[src/rtl/dbtc_pkg.sv]
package dbtc_pkg;

	localparam int BANDS = 4;
	localparam int MAX_POINTS = 16;
	localparam int BAND_W = $clog2(BANDS);
	localparam int IDX_W = $clog2(MAX_POINTS);
	localparam int CNT_W = $clog2(MAX_POINTS + 1);
	localparam int ADDR_W = BAND_W + IDX_W;
	localparam int DEPTH = BANDS * MAX_POINTS;

	localparam logic signed [15:0] FLOOR_RESET = -16'sd19968;

	localparam logic [1:0] CMD_EVAL = 2'd0;
	localparam logic [1:0] CMD_INSERT = 2'd1;
	localparam logic [1:0] CMD_REMOVE = 2'd2;

	localparam logic [1:0] ST_OK = 2'd0;
	localparam logic [1:0] ST_FULL = 2'd1;
	localparam logic [1:0] ST_RANGE = 2'd2;

	// memory access and datapath controls requested by the controller
	typedef struct packed {
		logic ld_item;
		logic rd;
		logic [ADDR_W-1:0] rd_addr;
		logic wr;
		logic [ADDR_W-1:0] wr_addr;
		logic wr_sel_new;
		logic ld_p1;
		logic shift_p;
		logic ld_anchor_floor;
		logic div_start;
		logic out_eval;
	} dp_cmd_t;

	typedef struct packed {
		logic signed [15:0] rd_x;
		logic div_busy;
	} dp_stat_t;

endpackage

[src/rtl/dbtc_datapath.sv]
module dbtc_datapath (
	input logic clk,
	input logic arst_n,
	input dbtc_pkg::dp_cmd_t cmd_i,
	output dbtc_pkg::dp_stat_t stat_o,
	input logic signed [15:0] level_db,
	input logic signed [15:0] point_y,
	input logic signed [15:0] floor_db,
	output logic signed [15:0] eval_db
);
	import dbtc_pkg::*;

	logic signed [15:0] x_mem [DEPTH];
	logic signed [15:0] y_mem [DEPTH];
	logic signed [15:0] rx_q, ry_q;
	logic signed [15:0] lvl_q, py_q;
	logic rd_vld_q;
	// p0 = lower point, p1 = upper point
	logic signed [15:0] x0_q, y0_q, x1_q, y1_q;
	logic signed [16:0] den;
	logic signed [33:0] num_q;
	logic signed [16:0] den_q;
	logic [33:0] rem_q, quo_q;
	logic [16:0] dmag_q;
	logic neg_q, zero_q;
	logic [5:0] dcnt_q;
	logic signed [16:0] dlvl, dy;
	logic [34:0] trial;
	logic signed [35:0] sum;
	logic signed [34:0] q_s;

	// hold the item fields for the whole command
	always_ff @(posedge clk) begin
		if (cmd_i.ld_item) begin
			lvl_q <= level_db;
			py_q <= point_y;
		end
	end

	always_ff @(posedge clk) begin
		if (cmd_i.rd) begin
			rx_q <= x_mem[cmd_i.rd_addr];
			ry_q <= y_mem[cmd_i.rd_addr];
		end
		if (cmd_i.wr) begin
			x_mem[cmd_i.wr_addr] <= cmd_i.wr_sel_new ? lvl_q : rx_q;
			y_mem[cmd_i.wr_addr] <= cmd_i.wr_sel_new ? py_q : ry_q;
		end
	end

	always_ff @(posedge clk) begin
		if (cmd_i.ld_p1) begin
			x1_q <= rx_q;
			y1_q <= ry_q;
		end else if (cmd_i.shift_p) begin
			x0_q <= x1_q;
			y0_q <= y1_q;
			x1_q <= rx_q;
			y1_q <= ry_q;
		end else if (cmd_i.ld_anchor_floor) begin
			x0_q <= floor_db;
			y0_q <= floor_db;
		end
	end

	assign dlvl = 17'(lvl_q) - 17'(x0_q);
	assign dy = 17'(y1_q) - 17'(y0_q);
	assign den = 17'(x1_q) - 17'(x0_q);

	// multiply once, then restoring divide one bit per cycle on magnitudes
	assign trial = {rem_q, quo_q[33]} - {18'd0, dmag_q};

	always_ff @(posedge clk or negedge arst_n) begin
		if (!arst_n) begin
			dcnt_q <= '0;
		end else if (cmd_i.div_start) begin
			dcnt_q <= 6'd35;
		end else if (dcnt_q != '0) begin
			dcnt_q <= dcnt_q - 6'd1;
		end
	end

	always_ff @(posedge clk) begin
		if (cmd_i.div_start) begin
			num_q <= dlvl * dy;
			den_q <= den;
		end else if (dcnt_q == 6'd35) begin
			neg_q <= num_q[33] ^ den_q[16];
			zero_q <= (den_q == '0);
			quo_q <= num_q[33] ? 34'(-num_q) : 34'(num_q);
			dmag_q <= den_q[16] ? 17'(-den_q) : 17'(den_q);
			rem_q <= '0;
		end else if (dcnt_q != '0) begin
			if (!trial[34]) begin
				rem_q <= trial[33:0];
			end else begin
				rem_q <= {rem_q[32:0], quo_q[33]};
			end
			quo_q <= {quo_q[32:0], ~trial[34]};
		end
	end

	assign q_s = neg_q ? -$signed({1'b0, quo_q}) : $signed({1'b0, quo_q});
	assign sum = zero_q ? 36'(y0_q) : 36'(y0_q) + 36'(q_s);

	always_ff @(posedge clk) begin
		if (cmd_i.out_eval) begin
			if (sum > 36'sd32767) eval_db <= 16'sh7fff;
			else if (sum < -36'sd32768) eval_db <= 16'sh8000;
			else eval_db <= sum[15:0];
		end
	end

	always_ff @(posedge clk or negedge arst_n) begin
		if (!arst_n) rd_vld_q <= 1'b0;
		else rd_vld_q <= cmd_i.rd;
	end

	assign stat_o.rd_x = rx_q;
	assign stat_o.div_busy = (dcnt_q != '0);

	a_div_load: assert property (@(posedge clk) disable iff (!arst_n)
		cmd_i.div_start |=> dcnt_q == 6'd35) else $error("divider did not load");
	a_div_count: assert property (@(posedge clk) disable iff (!arst_n)
		(dcnt_q != '0 && !cmd_i.div_start) |=> dcnt_q == $past(dcnt_q) - 6'd1)
		else $error("divider count skipped");
	a_rd_flag: assert property (@(posedge clk) disable iff (!arst_n)
		cmd_i.rd |=> rd_vld_q) else $error("read flag lost");
endmodule

[src/rtl/dbtc_ctrl.sv]
module dbtc_ctrl (
	input logic clk,
	input logic arst_n,
	input logic start,
	output logic busy,
	input logic [1:0] cmd,
	input logic [1:0] band,
	input logic signed [15:0] level_db,
	input logic [3:0] point_index,
	output dbtc_pkg::dp_cmd_t cmd_o,
	input dbtc_pkg::dp_stat_t stat_i,
	input logic signed [15:0] eval_db,
	output logic done,
	output logic signed [15:0] result_db,
	output logic [3:0] slot,
	output logic [1:0] status,
	output logic [4:0] point_count
);
	import dbtc_pkg::*;

	localparam logic [3:0] S_IDLE = 4'd0;
	localparam logic [3:0] S_ESCAN = 4'd1;
	localparam logic [3:0] S_ECHK = 4'd2;
	localparam logic [3:0] S_EP1 = 4'd3;
	localparam logic [3:0] S_EP0 = 4'd4;
	localparam logic [3:0] S_DIV = 4'd5;
	localparam logic [3:0] S_EOUT = 4'd6;
	localparam logic [3:0] S_IRD = 4'd7;
	localparam logic [3:0] S_ICHK = 4'd8;
	localparam logic [3:0] S_RRD = 4'd9;
	localparam logic [3:0] S_RWR = 4'd10;
	localparam logic [3:0] S_DONE = 4'd11;
	localparam logic [3:0] S_EWAIT = 4'd12;
	localparam logic [3:0] S_DSTART = 4'd13;

	logic [3:0] state_q;
	logic [CNT_W-1:0] cnt_q [BANDS];
	logic [1:0] cmd_q, stat_q;
	logic [BAND_W-1:0] band_q;
	logic [CNT_W-1:0] n_q, k_q;
	logic [IDX_W-1:0] slot_q;
	logic [ADDR_W-1:0] base;
	logic [CNT_W-1:0] nb;
	logic signed [15:0] lvl_q;
	logic anc_q;

	assign nb = cnt_q[band[BAND_W-1:0]];
	assign busy = (state_q != S_IDLE);
	assign base = {band_q, {IDX_W{1'b0}}};

	always_comb begin
		cmd_o = '0;
		case (state_q)
			S_IDLE: cmd_o.ld_item = start;
			S_ESCAN, S_EWAIT, S_RRD: begin
				cmd_o.rd = 1'b1;
				cmd_o.rd_addr = base + ADDR_W'(k_q[IDX_W-1:0]);
			end
			S_IRD: begin
				cmd_o.rd = 1'b1;
				cmd_o.rd_addr = base + ADDR_W'(k_q[IDX_W-1:0] - IDX_W'(1));
			end
			S_EP1: begin
				cmd_o.ld_p1 = 1'b1;
				if (!anc_q) begin
					cmd_o.rd = 1'b1;
					cmd_o.rd_addr = base + ADDR_W'(k_q[IDX_W-1:0] + IDX_W'(1));
				end
			end
			S_EP0: begin
				if (anc_q) cmd_o.ld_anchor_floor = 1'b1;
				else cmd_o.shift_p = 1'b1;
			end
			S_DSTART: cmd_o.div_start = 1'b1;
			S_ICHK: begin
				if (k_q != '0 && !(stat_i.rd_x < lvl_q)) begin
					cmd_o.wr = 1'b1;
					cmd_o.wr_addr = base + ADDR_W'(k_q[IDX_W-1:0]);
				end else begin
					cmd_o.wr = 1'b1;
					cmd_o.wr_sel_new = 1'b1;
					cmd_o.wr_addr = base + ADDR_W'(k_q[IDX_W-1:0]);
				end
			end
			S_RWR: begin
				cmd_o.wr = 1'b1;
				cmd_o.wr_addr = base + ADDR_W'(k_q[IDX_W-1:0] - IDX_W'(1));
			end
			S_EOUT: cmd_o.out_eval = 1'b1;
			default: ;
		endcase
	end

	always_ff @(posedge clk or negedge arst_n) begin
		if (!arst_n) begin
			state_q <= S_IDLE;
			for (int i = 0; i < BANDS; i++) cnt_q[i] <= '0;
			done <= 1'b0;
			k_q <= '0;
			n_q <= '0;
			cmd_q <= CMD_EVAL;
			stat_q <= ST_OK;
			slot_q <= '0;
			band_q <= '0;
			lvl_q <= '0;
			anc_q <= 1'b0;
		end else begin
			done <= 1'b0;
			case (state_q)
				S_IDLE: if (start) begin
					cmd_q <= cmd;
					band_q <= band[BAND_W-1:0];
					lvl_q <= level_db;
					n_q <= nb;
					stat_q <= ST_OK;
					slot_q <= '0;
					case (cmd)
						CMD_EVAL: begin
							if (nb == '0) state_q <= S_DONE;
							else begin
								k_q <= nb - CNT_W'(1);
								state_q <= S_ESCAN;
							end
						end
						CMD_INSERT: begin
							if (nb >= CNT_W'(MAX_POINTS)) begin
								stat_q <= ST_FULL;
								state_q <= S_DONE;
							end else if (nb == '0) begin
								k_q <= '0;
								state_q <= S_ICHK;
							end else begin
								k_q <= nb;
								state_q <= S_IRD;
							end
						end
						CMD_REMOVE: begin
							if (CNT_W'(point_index) >= nb) begin
								stat_q <= ST_RANGE;
								state_q <= S_DONE;
							end else begin
								k_q <= CNT_W'(point_index) + CNT_W'(1);
								state_q <= S_RRD;
							end
						end
						default: state_q <= S_DONE;
					endcase
				end
				// walk down for the last x <= level, leave k_q on the lower point (on point 0 when anchored to the floor)
				S_ESCAN: state_q <= S_ECHK;
				S_ECHK: begin
					if (n_q == CNT_W'(1)) begin
						anc_q <= 1'b1;
						k_q <= '0;
						state_q <= S_EWAIT;
					end else if (stat_i.rd_x <= lvl_q) begin
						anc_q <= 1'b0;
						if (k_q == n_q - CNT_W'(1)) k_q <= k_q - CNT_W'(1);
						state_q <= S_EWAIT;
					end else if (k_q == '0) begin
						anc_q <= 1'b1;
						state_q <= S_EWAIT;
					end else begin
						k_q <= k_q - CNT_W'(1);
						state_q <= S_ESCAN;
					end
				end
				// read point k_q, then the next point above it or the floor anchor below it
				S_EWAIT: state_q <= S_EP1;
				S_EP1: state_q <= S_EP0;
				S_EP0: state_q <= S_DSTART;
				S_DSTART: state_q <= S_DIV;
				S_DIV: if (!stat_i.div_busy) state_q <= S_EOUT;
				S_EOUT: state_q <= S_DONE;
				S_IRD: state_q <= S_ICHK;
				S_ICHK: begin
					if (k_q != '0 && !(stat_i.rd_x < lvl_q)) begin
						k_q <= k_q - CNT_W'(1);
						state_q <= S_IRD;
					end else begin
						slot_q <= k_q[IDX_W-1:0];
						cnt_q[band_q] <= n_q + CNT_W'(1);
						n_q <= n_q + CNT_W'(1);
						state_q <= S_DONE;
					end
				end
				S_RRD: begin
					if (k_q >= n_q) begin
						cnt_q[band_q] <= n_q - CNT_W'(1);
						n_q <= n_q - CNT_W'(1);
						state_q <= S_DONE;
					end else begin
						state_q <= S_RWR;
					end
				end
				S_RWR: begin
					k_q <= k_q + CNT_W'(1);
					state_q <= S_RRD;
				end
				S_DONE: begin
					done <= 1'b1;
					state_q <= S_IDLE;
				end
				default: state_q <= S_IDLE;
			endcase
		end
	end

	always_comb begin
		result_db = '0;
		if (cmd_q == CMD_EVAL) result_db = (n_q == '0) ? lvl_q : eval_db;
	end
	assign slot = (cmd_q == CMD_INSERT && stat_q == ST_OK) ? slot_q : '0;
	assign status = stat_q;
	assign point_count = 5'(n_q);

	a_busy_done: assert property (@(posedge clk) disable iff (!arst_n)
		done |-> !busy) else $error("strobe while busy");
	a_accept: assert property (@(posedge clk) disable iff (!arst_n)
		(start && !busy) |=> busy) else $error("item not taken");
	a_count: assert property (@(posedge clk) disable iff (!arst_n)
		n_q <= CNT_W'(MAX_POINTS)) else $error("count overflow");
endmodule

[src/rtl/db_transfer_curve_table_unit.sv]
// Breakpoint transfer curve table, four bands of up to sixteen points.
// Command channel: an item (cmd, band, level_db, point_y, point_index) is
// taken at a clock edge where start is high and busy is low. busy stays
// high until the result is shown.
// Result channel: done pulses for one cycle with result_db, slot, status
// and point_count; the receiver cannot stall, and the result holds only
// until the next item is taken.
// Config channel: floor_db is written when cfg_valid and cfg_ready are
// high; cfg_ready is always high, write only while idle.
// Evaluate scans points down from the top of the table, then does the
// operand reads, the multiply, the serial divider (one quotient bit per
// cycle) and the output; insert compares points from the top and moves
// up each one not below level_db, remove moves those above point_index
// down. One item at a time: no new item is taken until the last is done.
// Reset clears the point counts and loads floor_db with -78.0 dB; the
// point memories are not cleared and only entries below the count are used.
module db_transfer_curve_table_unit (
	input logic clk,
	input logic arst_n,
	input logic start,
	output logic busy,
	input logic [1:0] cmd,
	input logic [1:0] band,
	input logic signed [15:0] level_db,
	input logic signed [15:0] point_y,
	input logic [3:0] point_index,
	input logic cfg_valid,
	output logic cfg_ready,
	input logic signed [15:0] cfg_data,
	output logic done,
	output logic signed [15:0] result_db,
	output logic [3:0] slot,
	output logic [1:0] status,
	output logic [4:0] point_count
);
	import dbtc_pkg::*;

	dp_cmd_t dp_cmd;
	dp_stat_t dp_stat;
	logic signed [15:0] floor_q, eval_db;

	assign cfg_ready = 1'b1;

	always_ff @(posedge clk or negedge arst_n) begin
		if (!arst_n) floor_q <= FLOOR_RESET;
		else if (cfg_valid) floor_q <= cfg_data;
	end

	dbtc_ctrl u_ctrl (
		.clk(clk), .arst_n(arst_n), .start(start), .busy(busy), .cmd(cmd),
		.band(band), .level_db(level_db), .point_index(point_index),
		.cmd_o(dp_cmd), .stat_i(dp_stat), .eval_db(eval_db), .done(done),
		.result_db(result_db), .slot(slot), .status(status),
		.point_count(point_count)
	);

	dbtc_datapath u_dp (
		.clk(clk), .arst_n(arst_n), .cmd_i(dp_cmd), .stat_o(dp_stat),
		.level_db(level_db), .point_y(point_y), .floor_db(floor_q),
		.eval_db(eval_db)
	);
endmodule
[config.mk]
export PLATFORM = sky130hd
export DESIGN_NAME = db_transfer_curve_table_unit
export DESIGN_NICKNAME = d
export VERILOG_FILES = /design/src/rtl/dbtc_pkg.sv /design/src/rtl/dbtc_datapath.sv /design/src/rtl/dbtc_ctrl.sv /design/src/rtl/db_transfer_curve_table_unit.sv
export SDC_FILE = /design/constraint.sdc
export NUM_CORES = 2
export LEC_CHECK = 0
export BUFFER_PORTS_ARGS = -buffer_cell sky130_fd_sc_hd__buf_4
export CAP_MARGIN = 10
export CORE_MARGIN = 2
export CORE_UTILIZATION = 50
export DETAILED_ROUTE_END_ITERATION = 8
export GPL_TIMING_DRIVEN = 0
export PLACE_DENSITY = 0.68
export SKIP_CTS_REPAIR_TIMING = 1
export SLEW_MARGIN = 25
export SYNTH_ARGS = -nofsm -noshare
export SYNTH_HDL_FRONTEND = slang
export SYNTH_SLANG_ARGS = --single-unit
[constraint.sdc]
create_clock -name clk -period 8.7 [get_ports clk]
set_clock_uncertainty 0.05 [all_clocks]
set_input_delay 0 -clock clk [delete_from_list [all_inputs] [get_ports clk]]
set_output_delay 0 -clock clk [all_outputs]
set_load 0.01 [all_outputs]
Word level (Yosys, flattened, before mapping)
Memories as Yosys holds them, arrays and structs flattened. A register that Yosys moved wholly into a read port is not among the register bits.
Cells that the tools add are included.
{ "word_totals": {"reg_bits": 334, "output_inout_bits": 30, "word_cells": 221, "mem_bits_rw": 2048, "mem_count": 2, "in_bits": 60} }
{ "op_classes": {"mul": 1, "n_bitwise": 6, "addsub": 20, "muxes": 86, "reduce_logical": 35, "eq_ne": 30, "n_lt_le_gt_ge": 10} }
{ "memory_table": {"columns": ["memory", "depth", "word_bits", "read_ports", "rd_clocked_by_memory_dff", "wr", "line", "source"], "rows": [
  ["u_dp.x_mem", 64, 16, 1, 1, 1, "dbtc_datapath.sv:13", "logic signed [15:0] x_mem [DEPTH];"],
  ["u_dp.y_mem", 64, 16, 1, 1, 1, "dbtc_datapath.sv:14", "logic signed [15:0] y_mem [DEPTH];"]
]} }
{ "ops": {"columns": ["op", "n"], "rows": [
  ["16-bit 2-to-1 mux", 13],
  ["34-bit 2-to-1 mux", 5],
  ["5-bit 2-to-1 mux", 16],
  ["4-bit case mux with 13 select lines", 1],
  ["16-bit by 16-bit subtractor with 17-bit output", 3],
  ["4-bit 2-to-1 mux", 12],
  ["20-bit bitwise mux", 2],
  ["20-bit 2-to-1 mux", 2],
  ["20-bit case mux with 2 select lines", 1],
  ["16-bit by 35-bit adder with 36-bit output", 1],
  ["36-bit by 16-bit > comparator with 1-bit output (second input constant)", 1],
  ["36-bit by 16-bit < comparator with 1-bit output (second input constant)", 1],
  ["36-bit 2-to-1 mux", 1],
  ["35-bit 2-to-1 mux", 1],
  ["34-bit negator with 35-bit output", 1],
  ["35-bit by 17-bit subtractor with 35-bit output", 1],
  ["17-bit by 17-bit multiplier with 34-bit output", 1],
  ["34-bit negator", 1],
  ["5-bit case mux with 3 select lines", 2],
  ["4-bit equality test (second input constant)", 6],
  ["7-bit case mux with 3 select lines", 1],
  ["5-bit case mux with 4 select lines", 1],
  ["17-bit zero test", 1],
  ["17-bit negator", 1],
  ["56 further kinds", 112]
]} }

Logic depth before layout (Yosys ltp)
{ "depth": {"word_depth": 10, "mapped_depth": 37, "depth_no_buf": 35} }

Hierarchy
Synthesis repeated with hierarchy kept, for this count alone.
{ "hier_totals": {"hier_cells": 6507, "area_unflattened_um2": 111535.7} }
{ "by_module_without_submodules": {"columns": ["mod", "cells_each", "instances", "area_each_um2", "seq_area_each_um2"], "rows": [
  ["dbtc_datapath", 5885, 1, 105977.9, 70117.2],
  ["dbtc_ctrl", 586, 1, 4892.2, 1551.5],
  ["db_transfer_curve_table_unit", 36, 1, 665.6, 405.4]
]} }

Least setup slack after synthesis
No wires, ideal clock.
{ "synth_path": {"kind": "register -> register", "start": "register u_dp.x0_q[1]", "end": "register u_dp.num_q[33] (data pin)", "path_buffers": 1, "setup_slack_ns": -0.201, "path_stages_with_launch": 35, "required_ns": 8.390, "synth_period_minus_slack_ns": 8.901, "setup_time_ns": 0.260, "t_arrival_ns": 8.591, "path_cell_list": "edfxtp_1 > inv_1 > ha_1 > nor2b_1 > o21ai_0 > a21boi_0 > o21ai_0 > a21oi_1 > a211oi_1 > nor3_1 > or4_1 > nand3_1 > clkbuf_1 > nand2_1 > fa_1 > inv_1 > fa_1 > inv_1 > fa_1 > inv_1 > fa_1 > fa_1 > inv_1 > fa_1 > inv_1 > ha_1 > and3_1 > and3_1 > and3_1 > a221oi_1 > o311ai_1 > or4b_1 > a31o_2 > a31oi_1 > xnor2_1"} }
{ "synth_via": {"elab_chain_len": 2} }
{ "synth_rtl": {"columns": ["item", "line", "source"], "rows": [
  ["start: declaration", "dbtc_datapath.sv:19", "logic signed [15:0] x0_q, y0_q, x1_q, y1_q;"],
  ["start signal: assignment", "dbtc_datapath.sv:56", "x0_q <= x1_q;"],
  ["start signal: assignment", "dbtc_datapath.sv:61", "x0_q <= floor_db;"],
  ["16-bit by 16-bit subtractor with 17-bit output", "dbtc_datapath.sv:66", "assign dlvl = 17'(lvl_q) - 17'(x0_q);"],
  ["17-bit by 17-bit multiplier with 34-bit output", "dbtc_datapath.sv:85", "num_q <= dlvl * dy;"],
  ["end signal: assignment", "dbtc_datapath.sv:85", null],
  ["end: declaration", "dbtc_datapath.sv:21", "logic signed [33:0] num_q;"]
]} }
No other way between the ends.
A chain may end at the register's enable or synchronous reset.

Worst setup path in the final report
{ "layout_path": {"start": "register u_dp.y0_q[0]", "end": "register u_dp.num_q[33] (data pin)"} }
{ "layout_via": {"elab_chain_len": 2} }
{ "layout_rtl": {"columns": ["item", "line", "source"], "rows": [
  ["start: declaration", "dbtc_datapath.sv:19", null],
  ["start signal: assignment", "dbtc_datapath.sv:57", "y0_q <= y1_q;"],
  ["start signal: assignment", "dbtc_datapath.sv:62", "y0_q <= floor_db;"],
  ["16-bit by 16-bit subtractor with 17-bit output", "dbtc_datapath.sv:67", "assign dy = 17'(y1_q) - 17'(y0_q);"],
  ["17-bit by 17-bit multiplier with 34-bit output", "dbtc_datapath.sv:85", null]
]} }
No other way between the ends.

==> impl_metrics.json <==
{
  "critPathSlowestCell": "fa_1",
  "period_share_pct": 106,
  "period_needed_ns": 9.26,
  "finalWirelength_mm": 376,
  "reg2regPathDepth": 32,
  "die_h_um": 484,
  "fmax_mhz": 108,
  "fin_nets": 11000,
  "status": "complete, but fails checks",
  "start_util_pct": 50.2,
  "ant_nets": 0,
  "io_buffer_count": 86,
  "dr.pass1.iters": 7,
  "netlist_area_sq_um": 115000,
  "hold_class": "in -> reg",
  "max_slew_margin_pct": 18.1,
  "crit_start": "u_dp.y0_q[0]",
  "synth_warnings": 0,
  "clock_sinks": 2414,
  "violations": "hold timing, setup timing",
  "synth_edf_count": 2330,
  "numCtsBuffers": 241,
  "drc": 0,
  "final_common_cell": "nand2_1",
  "fillCellCount": 18200,
  "min_path_cells": 4,
  "r2r_slack_ns": -0.56,
  "dieArea_sq_um": 234000,
  "final_cell_mix": "nand2_1 (2524), edfxtp_1 (2330), nand3_1 (572), clkbuf_1 (501), inv_1 (458)",
  "grt_pass1_vias": 79400,
  "placed_area_sq_um": 123000,
  "critPathMaxStageDelay_ns": 0.56,
  "tightest_slew_ns": 1.22,
  "hold_viol_final": 2,
  "cts_tree": "done",
  "start_kind": "register",
  "synthCells": 9731,
  "grt_start_max_net_pins": 65,
  "ys_ff_latch": 2414,
  "hold_ws_ns": -0.0391,
  "dp_slack_ns": -2.08,
  "vias_per_cell": 6.15,
  "crit_path_frequent_cell": "fa_1",
  "clk_latency_ns": 0.91,
  "avgRoutedWirePerCell_um": 27.7,
  "crit_family": "adder cells",
  "place_congestion": 1.02,
  "cts_buffer_depth": 3,
  "die_width_um": 484,
  "r2r-end": "u_dp.num_q[33]",
  "avgSynthCellArea_sq_um": 11.8,
  "maxCapViolations": 0,
  "design_area_sq_um": 134000,
  "place_hpwl_mm": 274,
  "areaGrowthSynthToFinish_pct": 16.2,
  "worstReg2RegStart": "u_dp.y0_q[0]",
  "ys_types": 97,
  "grt.overflow.total": 0,
  "path_class": "reg -> reg",
  "io_pins": 90,
  "vias": 83600,
  "drive_gt1_share_pct": 9.71,
  "grt_pass1_wl_mm": 534,
  "async_flop_share_pct": 3.48,
  "track_usage_pct": 31.2,
  "setup_slack_ns": -0.558,
  "yosysTopAreaCellShare_pct": 60.7,
  "cts_root_buffer": "clkbuf_16",
  "synth_top_area_cell": "edfxtp_1",
  "path_clk_slew_ns": 0.06,
  "setup_viol": 6,
  "worstPathArrival_ns": 9.82,
  "antenna_found_initial": 28,
  "synth_nets": 10300,
  "worst_ep_required_time_ns": 9.27,
  "slew_violations": 0,
  "htree_num_levels": 4,
  "synth_flop_cell": "edfxtp_1",
  "fin_tns_setup_ns": -1.38,
  "cp_max_fo": 5,
  "hold_start": "cmd[1]",
  "drt_iter0_markers": 11000,
  "holdPathEnd": "u_ctrl.cmd_q[1]",
  "core_area_sq_um": 229000,
  "crit_path_end_kind": "register",
  "cp_num_buf_inv": 5,
  "synth_seq_area_share_pct": 62.5,
  "rows": 176,
  "rsz0062_at_grt": "yes",
  "synthTopCellsByArea": "edfxtp_1 (61%), nand2_1 (8.3%), fa_1 (5.2%)"
}
==> sequential cells by signal, summed over array words and instances, names as in the netlist, 5 cells and up, named ones only <==
register and flops:
u_dp.x_mem 1024, u_dp.y_mem 1024, u_dp.num_q 34, u_dp.quo_q 34, u_dp.rem_q 34, u_dp.den_q 17, u_dp.dmag_q 17, floor_q 16
u_ctrl.cnt_q 16, u_ctrl.lvl_q 16, u_dp.eval_db 16, u_dp.lvl_q 16, u_dp.py_q 16, u_dp.rx_q 16, u_dp.ry_q 16, u_dp.x0_q 16
u_dp.x1_q 16, u_dp.y0_q 16, u_dp.y1_q 16, u_dp.dcnt_q 6, u_ctrl.k_q 5, u_ctrl.point_count 5
==> synthesized netlist by cell type (11+ instances only) <==
cell type and number:
edfxtp_1 2330, a31oi_1 152, o41ai_1 17, nor3_1 58
xor2_1 58, a21oi_1 294, inv_1 466, a311oi_1 385
o31ai_1 39, nor2_1 328, nand2_1 2534, mux2i_1 16
o21ai_1 13, a21o_1 44, buf_1 49, nand4_1 24
nor4_1 14, o211ai_1 17, fa_1 302, dfrtp_1 80
o21bai_1 15, xnor2_1 141, o31ai_2 11, or3_1 29
o21ai_0 160, and2_1 46, a22oi_1 11, or2_2 15
nand3_1 576, mux2_2 77, clkbuf_1 484, nand2b_1 44
or4_1 21, nor2b_1 46, buf_2 33, a211oi_1 111
ha_1 231, o21a_1 25, and3_1 280
==> per-stage QoR <==
stage	instances	utilization (%)
4_1_cts	13400	57.1
6_report	13600	58.3
5_1_grt	13600	58.3
3_3_place_gp	12800	52.2
2_1_floorplan	9731	-
3_5_place_dp	13000	53.6
==> final cells by class <==
type	count	area (sq um)	share of cell area, %
clock inverter	144	1590	1.19
clock buffer	307	6370	4.76
sequential	2414	72100	53.8
tap	3026	3790	2.83
antenna	7	17.5	0.0131
timing repair buffer	391	5100	3.81
multi-input combinational	6278	40800	30.5
buffer	569	2350	1.76
inverter	468	1760	1.31
==> kinds of logic (layout without fill, tap and decap cells) <==
| group | Yosys count | count (layout) | synth area share (%) |
|---|---|---|---|
| and+or+nand+nor | 4050 | 4050 | 15.2 |
| DFF | 2414 | 2414 | 62.5 |
| AOI/OAI and AO/OA | 1397 | 1397 | 8.58 |
| buffers and inverters | 1039 | 1879 | 3.44 |
| adders and majority gates | 533 | 533 | 7.75 |
| xor gates and xnor gates | 199 | 199 | 1.51 |
| muxes | 98 | 98 | 0.989 |
| other | 1 | 8 | 0.00325 |
==> worst reg2reg max path, delay by kind of cell (launching register included) <==
family	cells	cell delay (ns)
AO/OA/AOI/OAI	15	3.50
XOR/XNOR	1	0.16
adder cells (fa/ha/maj)	9	3.88
buffers and inverters	5	0.35
flip-flops	1	0.44
AND/OR/NAND/NOR	2	0.60
==> worst max-delay path by stage <==
stage                   endpoint  slack [ns]  cells past startpoint
2_1_floorplan     u_dp.num_q[33]       0.002                     34
3_3_place_gp   u_dp.x_mem[28][0]       -4.63                      9
3_5_place_dp      u_dp.num_q[33]       -2.08                     34
4_1_cts           u_dp.num_q[33]       -2.09                     34
5_1_grt           u_dp.num_q[33]       -0.70                     35
6_report          u_dp.num_q[33]       -0.56                     32
==> metal layers <==
layer	vias to the layer above	wire, um	global-route usage, %
li1	36300	-	-
met1	41700	146000	42.8
met2	4779	167000	47.0
met3	735	43500	7.68
met4	6	20200	14.8
met5	-	44	0
Power is left out: the tool's default activity adds up to more than one toggle a clock period on the data nets, which glitch-free logic cannot reach.
